### src/hw/rtl/dfpb_pkg.sv
`timescale 1ns / 1ps
// ----------------------------------------------------------------------------
// dfpb_pkg
// Shared types and constants of the dmx512 frame pulse builder.
// ----------------------------------------------------------------------------
package dfpb_pkg;

  // channels in one frame
  localparam int NUM_CHANNELS = 512;
  localparam int CNT_W        = 10;
  localparam logic [CNT_W-1:0] LAST_CHANNEL = CNT_W'(NUM_CHANNELS - 1);

  // request queue between front and back
  localparam int QDEPTH = 2;
  localparam int QPTR_W = (QDEPTH > 1) ? $clog2(QDEPTH) : 1;
  localparam int QCNT_W = $clog2(QDEPTH + 1);

  // configuration port
  localparam int CFG_IDX_W  = 3;
  localparam int CFG_DATA_W = 16;

  localparam logic [CFG_IDX_W-1:0] REG_BIT_TIME   = 3'd0;
  localparam logic [CFG_IDX_W-1:0] REG_BREAK_TIME = 3'd1;
  localparam logic [CFG_IDX_W-1:0] REG_MAB_TIME   = 3'd2;
  localparam logic [CFG_IDX_W-1:0] REG_POST_IDLE  = 3'd3;
  localparam logic [CFG_IDX_W-1:0] REG_PRE_IDLE   = 3'd4;

  localparam logic [7:0]  RST_BIT_TIME   = 8'd4;
  localparam logic [15:0] RST_BREAK_TIME = 16'd120;
  localparam logic [15:0] RST_MAB_TIME   = 16'd12;
  localparam logic [15:0] RST_POST_IDLE  = 16'd50;
  localparam logic [15:0] RST_PRE_IDLE   = 16'd0;

  typedef struct packed {
    logic [7:0]  bit_time_us;
    logic [15:0] break_time_us;
    logic [15:0] mark_after_break_us;
    logic [15:0] post_idle_us;
    logic [15:0] pre_idle_us;
  } cfg_t;

  // one classified channel request
  typedef struct packed {
    logic [7:0] value;
    logic       first;
    logic       last;
  } cmd_t;

endpackage

### src/hw/rtl/dmx512_frame_pulse_builder_unit.sv
`timescale 1ns / 1ps
// ----------------------------------------------------------------------------
// dmx512_frame_pulse_builder_unit
// DMX512 transmit framer: channel values in, line pulse records out.
// ----------------------------------------------------------------------------
//  channel   handshake              payload
//  item      item_valid/item_stall  channel_value
//  record    rec_valid/rec_stall    line_level, pulse_len, frame_end, run_last
//  config    cfg_we                 cfg_index, cfg_data
//
//  a channel gives 10 records at one a cycle while rec_stall is low, 11
//  for the last channel, 22 to 23 for the first; the sequencer sets that rate.
//  a new channel is taken every cycle while the two-entry request queue
//  has room; the sequencer moves to the next request with no gap.
//  synchronous reset clears the channel counter, queue, sequencer and output
//  register, and loads the register defaults.
//  a stalled record holds in the output register; the front keeps taking
//  channels until the queue fills.
module dmx512_frame_pulse_builder_unit (
  input  logic                           clk,
  input  logic                           rst,
  input  logic                           cfg_we,
  input  logic [dfpb_pkg::CFG_IDX_W-1:0]  cfg_index,
  input  logic [dfpb_pkg::CFG_DATA_W-1:0] cfg_data,
  input  logic                           item_valid,
  output logic                           item_stall,
  input  logic [7:0]                     channel_value,
  output logic                           rec_valid,
  input  logic                           rec_stall,
  output logic                           line_level,
  output logic [15:0]                    pulse_len,
  output logic                           frame_end,
  output logic                           run_last
);
  import dfpb_pkg::*;

  cfg_t cfg;
  logic queue_full;
  logic push;
  cmd_t push_cmd;
  logic pop;
  logic head_valid;
  cmd_t head_cmd;

  always_ff @(posedge clk) begin
    if (rst) begin
      cfg.bit_time_us         <= RST_BIT_TIME;
      cfg.break_time_us       <= RST_BREAK_TIME;
      cfg.mark_after_break_us <= RST_MAB_TIME;
      cfg.post_idle_us        <= RST_POST_IDLE;
      cfg.pre_idle_us         <= RST_PRE_IDLE;
    end else if (cfg_we) begin
      case (cfg_index)
        REG_BIT_TIME:   cfg.bit_time_us         <= cfg_data[7:0];
        REG_BREAK_TIME: cfg.break_time_us       <= cfg_data;
        REG_MAB_TIME:   cfg.mark_after_break_us <= cfg_data;
        REG_POST_IDLE:  cfg.post_idle_us        <= cfg_data;
        REG_PRE_IDLE:   cfg.pre_idle_us         <= cfg_data;
        default: ;
      endcase
    end
  end

  dfpb_front u_front (
    .clk           (clk),
    .rst           (rst),
    .item_valid    (item_valid),
    .item_stall    (item_stall),
    .channel_value (channel_value),
    .queue_full    (queue_full),
    .push          (push),
    .push_cmd      (push_cmd)
  );

  dfpb_queue u_queue (
    .clk        (clk),
    .rst        (rst),
    .push       (push),
    .push_cmd   (push_cmd),
    .full       (queue_full),
    .pop        (pop),
    .head_valid (head_valid),
    .head_cmd   (head_cmd)
  );

  dfpb_back u_back (
    .clk        (clk),
    .rst        (rst),
    .cfg        (cfg),
    .head_valid (head_valid),
    .head_cmd   (head_cmd),
    .pop        (pop),
    .rec_valid  (rec_valid),
    .rec_stall  (rec_stall),
    .line_level (line_level),
    .pulse_len  (pulse_len),
    .frame_end  (frame_end),
    .run_last   (run_last)
  );

endmodule

### src/hw/rtl/dfpb_front.sv
`timescale 1ns / 1ps
// ----------------------------------------------------------------------------
// dfpb_front
// Accepts channel values, tracks the channel counter and tags each request
// with its place in the frame.
// ----------------------------------------------------------------------------
module dfpb_front (
  input  logic           clk,
  input  logic           rst,
  input  logic           item_valid,
  output logic           item_stall,
  input  logic [7:0]     channel_value,
  input  logic           queue_full,
  output logic           push,
  output dfpb_pkg::cmd_t push_cmd
);
  import dfpb_pkg::*;

  logic [CNT_W-1:0] channel_counter;
  logic [CNT_W-1:0] channel_counter_next;
  logic             is_last;

  assign item_stall = queue_full;
  assign push       = item_valid && !queue_full;

  // a counter past the end counts as the last channel
  assign is_last = (channel_counter >= LAST_CHANNEL);

  assign push_cmd.value = channel_value;
  assign push_cmd.first = (channel_counter == '0);
  assign push_cmd.last  = is_last;

  assign channel_counter_next = is_last ? '0 : channel_counter + CNT_W'(1);

  always_ff @(posedge clk) begin
    if (rst) begin
      channel_counter <= '0;
    end else if (push) begin
      channel_counter <= channel_counter_next;
    end
  end

endmodule

### src/hw/rtl/dfpb_queue.sv
`timescale 1ns / 1ps
// ----------------------------------------------------------------------------
// dfpb_queue
// Short request queue between the front and the back.
// ----------------------------------------------------------------------------
module dfpb_queue (
  input  logic           clk,
  input  logic           rst,
  input  logic           push,
  input  dfpb_pkg::cmd_t push_cmd,
  output logic           full,
  input  logic           pop,
  output logic           head_valid,
  output dfpb_pkg::cmd_t head_cmd
);
  import dfpb_pkg::*;

  cmd_t              mem [QDEPTH];
  logic [QPTR_W-1:0] wr_ptr;
  logic [QPTR_W-1:0] rd_ptr;
  logic [QCNT_W-1:0] count;

  assign full       = (count == QCNT_W'(QDEPTH));
  assign head_valid = (count != '0);
  assign head_cmd   = mem[rd_ptr];

  always_ff @(posedge clk) begin
    if (push) begin
      mem[wr_ptr] <= push_cmd;
    end
  end

  always_ff @(posedge clk) begin
    if (rst) begin
      wr_ptr <= '0;
      rd_ptr <= '0;
      count  <= '0;
    end else begin
      if (push) begin
        wr_ptr <= (wr_ptr == QPTR_W'(QDEPTH - 1)) ? '0 : wr_ptr + QPTR_W'(1);
      end
      if (pop) begin
        rd_ptr <= (rd_ptr == QPTR_W'(QDEPTH - 1)) ? '0 : rd_ptr + QPTR_W'(1);
      end
      case ({push, pop})
        2'b10:   count <= count + QCNT_W'(1);
        2'b01:   count <= count - QCNT_W'(1);
        default: count <= count;
      endcase
    end
  end

  a_no_overflow: assert property (@(posedge clk) disable iff (rst)
    full |-> !push || pop)
    else $error("queue written while full");

  a_no_underflow: assert property (@(posedge clk) disable iff (rst)
    pop |-> head_valid)
    else $error("queue read while empty");

  a_count_bound: assert property (@(posedge clk) disable iff (rst)
    count <= QCNT_W'(QDEPTH))
    else $error("queue count out of range");

endmodule

### src/hw/rtl/dfpb_back.sv
`timescale 1ns / 1ps
// ----------------------------------------------------------------------------
// dfpb_back
// Pulse sequencer: turns one queued request into its line pulse records,
// one record a cycle while not stalled, into a registered output stage.
// ----------------------------------------------------------------------------
module dfpb_back (
  input  logic           clk,
  input  logic           rst,
  input  dfpb_pkg::cfg_t cfg,
  input  logic           head_valid,
  input  dfpb_pkg::cmd_t head_cmd,
  output logic           pop,
  output logic           rec_valid,
  input  logic           rec_stall,
  output logic           line_level,
  output logic [15:0]    pulse_len,
  output logic           frame_end,
  output logic           run_last
);
  import dfpb_pkg::*;

  localparam logic [2:0] S_PRE   = 3'd0;
  localparam logic [2:0] S_BRK   = 3'd1;
  localparam logic [2:0] S_MAB   = 3'd2;
  localparam logic [2:0] S_START = 3'd3;
  localparam logic [2:0] S_BIT   = 3'd4;
  localparam logic [2:0] S_STOP  = 3'd5;
  localparam logic [2:0] S_POST  = 3'd6;

  logic       busy;
  logic       busy_next;
  logic [2:0] state;
  logic [2:0] state_next;
  logic [2:0] bit_idx;
  logic [2:0] bit_idx_next;
  logic       in_sc;
  logic       in_sc_next;
  cmd_t       cmd;

  logic        load_en;
  logic        emit;
  logic        rec_level;
  logic [15:0] rec_dur;
  logic        rec_end;
  logic        rec_last;
  logic [7:0]  tx_byte;
  logic [2:0]  start_state;

  assign load_en = !rec_valid || !rec_stall;
  assign emit    = busy && load_en;
  assign pop     = head_valid && (!busy || (emit && rec_last));

  // start code is a zero byte sent ahead of the first channel
  assign tx_byte = in_sc ? 8'd0 : cmd.value;

  always_comb begin
    if (!head_cmd.first) begin
      start_state = S_START;
    end else if (cfg.pre_idle_us != '0 && NUM_CHANNELS > 1) begin
      start_state = S_PRE;
    end else begin
      start_state = S_BRK;
    end
  end

  always_comb begin
    rec_level    = 1'b1;
    rec_dur      = 16'd0;
    rec_end      = 1'b0;
    rec_last     = 1'b0;
    state_next   = state;
    bit_idx_next = bit_idx;
    in_sc_next   = in_sc;
    busy_next    = busy;
    case (state)
      S_PRE: begin
        rec_dur    = cfg.pre_idle_us;
        state_next = S_BRK;
      end
      S_BRK: begin
        rec_level  = 1'b0;
        rec_dur    = cfg.break_time_us;
        state_next = S_MAB;
      end
      S_MAB: begin
        rec_dur    = cfg.mark_after_break_us;
        state_next = S_START;
        in_sc_next = 1'b1;
      end
      S_START: begin
        rec_level    = 1'b0;
        rec_dur      = {8'd0, cfg.bit_time_us};
        state_next   = S_BIT;
        bit_idx_next = 3'd0;
      end
      S_BIT: begin
        rec_level    = tx_byte[bit_idx];
        rec_dur      = {8'd0, cfg.bit_time_us};
        bit_idx_next = bit_idx + 3'd1;
        if (bit_idx == 3'd7) begin
          state_next = S_STOP;
        end
      end
      S_STOP: begin
        rec_dur = {7'd0, cfg.bit_time_us, 1'b0};
        if (in_sc) begin
          state_next = S_START;
          in_sc_next = 1'b0;
        end else if (cmd.last) begin
          state_next = S_POST;
        end else begin
          rec_last  = 1'b1;
          busy_next = 1'b0;
        end
      end
      S_POST: begin
        rec_dur   = cfg.post_idle_us;
        rec_end   = 1'b1;
        rec_last  = 1'b1;
        busy_next = 1'b0;
      end
      default: begin
        busy_next = 1'b0;
      end
    endcase
  end

  always_ff @(posedge clk) begin
    if (rst) begin
      busy    <= 1'b0;
      state   <= S_BRK;
      bit_idx <= 3'd0;
      in_sc   <= 1'b0;
    end else if (pop) begin
      busy    <= 1'b1;
      state   <= start_state;
      bit_idx <= 3'd0;
      in_sc   <= 1'b0;
    end else if (emit) begin
      busy    <= busy_next;
      state   <= state_next;
      bit_idx <= bit_idx_next;
      in_sc   <= in_sc_next;
    end
  end

  always_ff @(posedge clk) begin
    if (pop) begin
      cmd <= head_cmd;
    end
  end

  // output register
  always_ff @(posedge clk) begin
    if (rst) begin
      rec_valid <= 1'b0;
    end else if (load_en) begin
      rec_valid <= busy;
    end
  end

  always_ff @(posedge clk) begin
    if (emit) begin
      line_level <= rec_level;
      pulse_len  <= rec_dur;
      frame_end  <= rec_end;
      run_last   <= rec_last;
    end
  end

  a_end_is_closing_mark: assert property (@(posedge clk) disable iff (rst)
    rec_valid && frame_end |-> line_level && run_last)
    else $error("frame end record must be a closing mark");

  a_stop_length: assert property (@(posedge clk) disable iff (rst)
    emit && state == S_STOP |=> pulse_len == {7'd0, cfg.bit_time_us, 1'b0})
    else $error("stop record length is not twice the bit time");

  a_pop_only_at_end: assert property (@(posedge clk) disable iff (rst)
    pop && busy |-> emit && (state == S_STOP || state == S_POST))
    else $error("next request taken before current one finished");

endmodule
### config.mk
export PLATFORM = sky130hd
export DESIGN_NAME = dmx512_frame_pulse_builder_unit
export DESIGN_NICKNAME = d
export VERILOG_FILES = /design/src/hw/rtl/dfpb_pkg.sv /design/src/hw/rtl/dmx512_frame_pulse_builder_unit.sv /design/src/hw/rtl/dfpb_front.sv /design/src/hw/rtl/dfpb_queue.sv /design/src/hw/rtl/dfpb_back.sv
export SDC_FILE = /design/constraint.sdc
export NUM_CORES = 1
export LEC_CHECK = 0
export ABC_CLOCK_PERIOD_IN_PS = 2420
export BUFFER_PORTS_ARGS = -buffer_cell sky130_fd_sc_hd__buf_2
export CAP_MARGIN = 15
export CORE_ASPECT_RATIO = 1.1
export CORE_MARGIN = 2
export CORE_UTILIZATION = 35
export CTS_BUF_LIST = sky130_fd_sc_hd__clkbuf_8
export DETAILED_ROUTE_END_ITERATION = 8
export GPL_ROUTABILITY_DRIVEN = 1
export PLACE_DENSITY = 0.5
export SYNTH_ARGS = -nofsm -noshare
export SYNTH_HDL_FRONTEND = slang
export SYNTH_HIERARCHICAL = 1
export SYNTH_SLANG_ARGS = --single-unit
### constraint.sdc
create_clock -name clk -period 2.42 [get_ports clk]
set_clock_uncertainty 0.15 [all_clocks]
set_input_delay 0 -clock clk [delete_from_list [all_inputs] [get_ports clk]]
set_output_delay 0 -clock clk [all_outputs]
set_load 0.01 [all_outputs]
; Word level (Yosys, flattened, before mapping)
; Memory sizes are Yosys's and may differ from the RTL's. A register that Yosys moved wholly into a read port is not among the register bits.
; Cells that the tools add are included.
; Widths: inputs -> output; s select.
[word_totals]
regBits = 123
mem_count = 1
word_cells = 113
in_bits = 32
mem_bits_rw = 20
output_inout_bits = 21
[memory_table]
columns = name, words, word_bits, rd, rd_ports_with_merged_regs, write_ports, line_no
row1 = u_queue.mem, 2, 10, 1, 1, 1, dfpb_queue.sv:18  ; cmd_t mem [QDEPTH];
[classes]
muxes = 32
magnitude_cmp = 2
n_addsub = 6
reduce_logical = 33
eq_ne = 19
[ops]
columns = operator, n
row1 = $pmux 16 s6, 1
row2 = $pmux 3 s6, 1
row3 = $reduce_bool 16->1, 1
row4 = $eq 3x3->1 const B, 5
row5 = $mux 1, 15
row6 = $mux 3, 5
row7 = $reduce_and 2->1, 7
row8 = $eq 3x2->1 const B, 4
row9 = $add 10x1->10 const B, 1
row10 = $ge 10x9->1 const B, 1
row11 = $logic_not 10->1, 1
row12 = $mux 10, 1
row13 = $reduce_bool 2->1, 5
row14 = $mux 8, 1
row15 = $pmux 1 s2, 4
row16 = $reduce_and 4->1, 2
row17 = $reduce_bool 7->1, 1
row18 = $eq 3x1->1 const B, 2
row19 = $logic_not 3->1, 2
row20 = $ne 3x3->1 const B, 2
row21 = $pmux 3 s2, 1
row22 = $reduce_or 2->1, 3
row23 = $reduce_or 5->1, 1
row24 = $eq 2x2->1 const B, 2
row25 = 15 further kinds, 23

; Longest topological paths before layout
[logic_depth]
ltp_word = 8
ltp_mapped = 9

; Cells and area by module
; The synthesis kept the hierarchy.
[modules_own_cells]
columns = mod, cells_per_inst, area_each_um2, instances
row1 = dmx512_frame_pulse_builder_unit, 264, 2880.3, 1
row2 = dfpb_back, 206, 2292.2, 1
row3 = dfpb_queue, 53, 925.9, 1
row4 = dfpb_front, 69, 596.8, 1

; Least setup slack after synthesis
; No wires, ideal clock.
[synth_path]
kind = register to register
startpoint = register u_back.state[1]
endpoint = register u_queue.count[1]
required_time_ns = 2.200
setup_slack_ns = 0.225
path_buffers = 1
stages_incl_launch_ff = 8
setup_ns = 0.070
period_less_slack_ns = 2.195
arrival_time_ns = 1.975
cell_sequence = dfxtp_1 nor2b_1 buf_4 a21oi_4 o22ai_4 ha_1 or3_1 a21oi_1
[synth_between]
elab_chain_cells = 7
[synth_rtl]
columns = item, line_no
row1 = start: declaration, dfpb_back.sv:33  ; logic [2:0] state;
row2 = start signal: assignment, dfpb_back.sv:137  ; state <= start_state;
row3 = start signal: assignment, dfpb_back.sv:142  ; state <= state_next;
row4 = $eq 3x3->1, dfpb_back.sv:76  ; case (state)
row5 = $pmux 1 s2 *, dfpb_back.sv:76
row6 = $logic_and 1x1->1 *, dfpb_back.sv:52  ; assign pop = head_valid && (!busy || (emit && rec_last));
row7 = $logic_or 1x1->1 *, dfpb_back.sv:52
row8 = $logic_and 1x1->1 *, dfpb_back.sv:52
row9 = named net pop, dmx512_frame_pulse_builder_unit.sv:41  ; logic pop;
row10 = $eq 2x1->1 or $eq 2x2->1 (tied branches), dfpb_queue.sv:45  ; case ({push, pop})
row11 = $pmux 2 s2 or $reduce_bool 2->1 (tied branches), -
row12 = end signal: assignment, dfpb_queue.sv:46  ; 2'b10: count <= count + QCNT_W'(1);
row13 = end signal: assignment, dfpb_queue.sv:47  ; 2'b01: count <= count - QCNT_W'(1);
row14 = end signal: assignment, dfpb_queue.sv:48  ; default: count <= count;
row15 = end: declaration, dfpb_queue.sv:21  ; logic [QCNT_W-1:0] count;
; Mark *: on every way through the listed nets, which the timed path passes. The rest lies on a longest branch.
; A chain may end at the register's enable or synchronous reset.

; Worst setup path in the final report
; Same ends and word-level chain as after synthesis.

==> results.txt <==
The global-route wire length before repair came out at 24300 µm. The total number of nets in the final design is 709. The final count of negative-setup-slack endpoints is 0. Setup repair after global routing left no endpoint under its margin. The die outline height is 149 µm. The clock root buffer master is clkbuf_8.

The standard cell core area is between 15000 and 20000 µm². The detailed router placed ~4.5k vias in this run. The global-route usage over all layers came out at 15.8%. The count of antenna diodes in the layout is 0. Of all nets on the critical path, the largest fanout is 10. At the end of routability-driven placement, the weighted congestion stood at between 0.7 and 0.8.

The overall routed net length came out at 15000 µm. The peak supply drop is between 0.3 and 0.4 mV. The count of flip-flops with a built-in enable after synthesis is 48.

The number of stages on the worst hold path is 2. In this run the most critical hold path is launched from channel_value[4]. Summed over all layers, the global routing overflow is 0. The clock sink total is about 140.

The count of boundary I/O pins came out at between 50 and 60. For hold timing, the worst endpoint is u_queue/mem[0][6]. The most used flip-flop cell after synthesis is dfxtp_1. The initial antenna violation count came out at 0. The synthesized design contains 144 register bits. The element type at the critical path start is a flip-flop.

The tool flagged a number of max-cap violations equal to 0. After synthesis, the netlist uses a little under 70 different library cells. The synthesized instance count came out at approximately 600. The sequential cell area fraction in the yosys report came out at between 50% and 60%. The upper clock frequency limit is approximately 0.45 GHz.

Fill cells in the final layout number 1834. For the worst-skew pair, the clock arrives at the later sink with an insertion delay of between 400 and 500 ps. A synthesized cell averages roughly 11 µm². The arrival time of data at the critical path endpoint came out at ~2500 ps.

The post-cts gate resize count came out at 0. The post-CTS clock slew at the launch and capture registers of the worst setup and hold paths came out at around 90 ps. The count of non-filler cells in the finished layout is between 900 and 1k. The largest net degree at the start of global routing came out at 111. The max-slew violation total from the final report is 0. The number of iterations in the first detailed-routing pass is 4. The number of hold-slack violations in the final timing report is 0.

The wire length per cell after detailed routing came out at around 16 µm. The number of nets with antenna violations after detailed routing came out at 0. The DRC violations left came out at 0.

The logic depth of the worst register-to-register path came out at 6. The final critical-path share of the clock period is 92.4%. The proportion of synthesized flip-flops having asynchronous set or reset came out at 0%. The ratio of routed vias to standard cells is 4.84. The full die area is just over 20000 µm².

Of the cells placed in the final design, the portion with a size suffix greater than 1 is around 21%. The placed cell count is around 860. The final critical-path required period is ~2200 ps.

The tightest slew margin relative to the limit is between 40% and 50%. The floorplan die width is between 100 and 150 µm. The worst-case clock buffer depth came out at 2.

Measured on the finished design, the core utilization comes to a little over two fifths. The number of global-route vias before repair is between 4k and 5k. Port buffering added 52 buffers. The total negative slack for setup checks came out at 0 ps.

The worst reg2reg path startpoint is u_back/state[1]. The total number of placement rows is between 50 and 60. The worst reg-to-reg setup slack is approximately 180 ps.

The flow ran to the end, and the final reports show no timing, DRC or antenna violations. The path class of the tightest hold or removal check is in2reg. The number of buffers created by CTS is 17. In the layout the commonest cells are mux2i_1, dfxtp_1, nand2b_1.

The worst register-to-register path ends at u_queue/count[1]. The HPWL after detailed placement is 9830 µm. By startpoint and endpoint, the worst setup path is classified as reg2reg.

STA classifies the critical path endpoint as a flip-flop. Yosys printed 6 warnings. TritonCTS built the clock tree.

The number of nets in the synthesized netlist is between 600 and 700. After the first detailed-routing iteration, the DRC count stood at around 260. The H-tree level count is 4. The initial utilization of the core area, before any placement, comes to a little over a third.

The mapped netlist covers 6700 µm². The leakage component of the power is approximately 3.2 nW. In this run the power density over the cells is approximately 850 nW/µm². The slew at the pin closest to its max-slew limit came out at 850 ps.

The synthesis-to-finish area growth is 18.1%. STA puts the critical path data required time at ~2700 ps.
-- metal layers --
metal  wire (µm)  vias up  GRT usage (%)  share of wire (%)
li1            -     2255              -                  -
met1        6680     2166           18.9                 44
met2        7620       77           27.6                 51
met3         517       13           4.11                3.4
met4         194        0           5.16                1.3
met5           0        -              0                  0
-- repair_timing --
action,4_1_cts,5_1_grt
hold buffers,36,0
hold endpoints to repair,129,0
endpoints found under the setup margin,0,0
setup buffers,0,0
-- power breakdown --
part	switching (mW)	leakage [nW]	internal, mW	total (mW)
Combinational	0.925	1.73	0.721	1.65
Clock	1.07	0.216	0.973	2.04
Sequential	0.131	1.23	2.90	3.03
-- Yosys cell counts, types with 4 or more instances --
cell / instances / share of area [%]
a21oi_1: 16 / 1.2
a22oi_1: 8 / 0.90
buf_2: 10 / 0.75
buf_4: 17 / 1.9
buf_6: 4 / 0.67
clkbuf_1: 11 / 0.62
dfxtp_1: 96 / 29
edfxtp_1: 48 / 22
ha_1: 5 / 0.93
inv_1: 10 / 0.56
mux2_2: 17 / 2.9
mux2i_1: 96 / 14
nand2_1: 20 / 1.1
nand2b_1: 79 / 7.4
nand3_1: 4 / 0.30
nor2_1: 46 / 2.6
nor4_1: 6 / 0.56
nor4_2: 4 / 0.75
o21ai_1: 7 / 0.52
o221ai_1: 7 / 0.92
xnor2_1: 6 / 0.78
xor2_1: 5 / 0.65
-- worst max path at each step --
| stage | end | startpoint | slack [ps] |
|---|---|---|---|
| CTS | u_queue/count[1] | u_back/state[1] | 170 |
| global route | u_queue/count[1] | u_back/state[1] | 20 |
| global placement | u_queue/count[1] | u_back/state[1] | 230 |
| detailed placement | u_queue/count[1] | u_back/state[1] | 190 |
| finish | u_queue/count[1] | u_back/state[1] | 180 |
| floorplan | u_queue/count[1] | u_back/state[1] | 230 |
-- sequential cells by signal, summed over array words and instances, names as in the netlist, 2 cells and up, named ones only --
signal and cells:
u_front/channel_counter 10, cfg 72, u_back/cmd 9, u_back/bit_idx 3
u_queue/mem 20, u_back/pulse_len 16, u_back/state 3, u_queue/count 2
-- cell type report --
class	instances	area [µm²]	area share [%]
clock inverters	15	186	2.36
repair buffers	104	753	9.53
multi-input cells	394	3020	38.2
flip-flops and latches	144	3360	42.5
inverters	11	41.3	0.522
clock buffers	17	234	2.96
well taps	247	309	3.91
-- per-stage QoR --
step / hold slack [ps] / power, mW / cell area, µm² / worst slack (ps)
2_1_floorplan: -80.9 / 4.27 / 6700 / 225
3_3_place_gp: 36.8 / 4.68 / 7130 / 228
3_5_place_dp: 43.1 / 4.72 / 7130 / 192
4_1_cts: 78.3 / 6.81 / 7910 / 170
5_1_grt: 66.8 / 7.08 / 7910 / 20.3
6_report: 110 / 6.72 / 7910 / 184
-- worst max-delay path, stage by stage (launching register included) --
cell and delay, ps:
dfxtp_1 330, nor2b_1 680, a21oi_4 70, o22ai_4 170, ha_1 280, or3_1 350
a21oi_1 150
-- kinds of logic after synthesis --
family,synth area share (%)
simple gates,17.0
flops,50.2
mux,18.4
compound gates,7.23
buf+inv,4.77
xor+xnor,1.44
fa+ha+maj,0.934
Note: power is estimated with default switching activity, not from simulation.
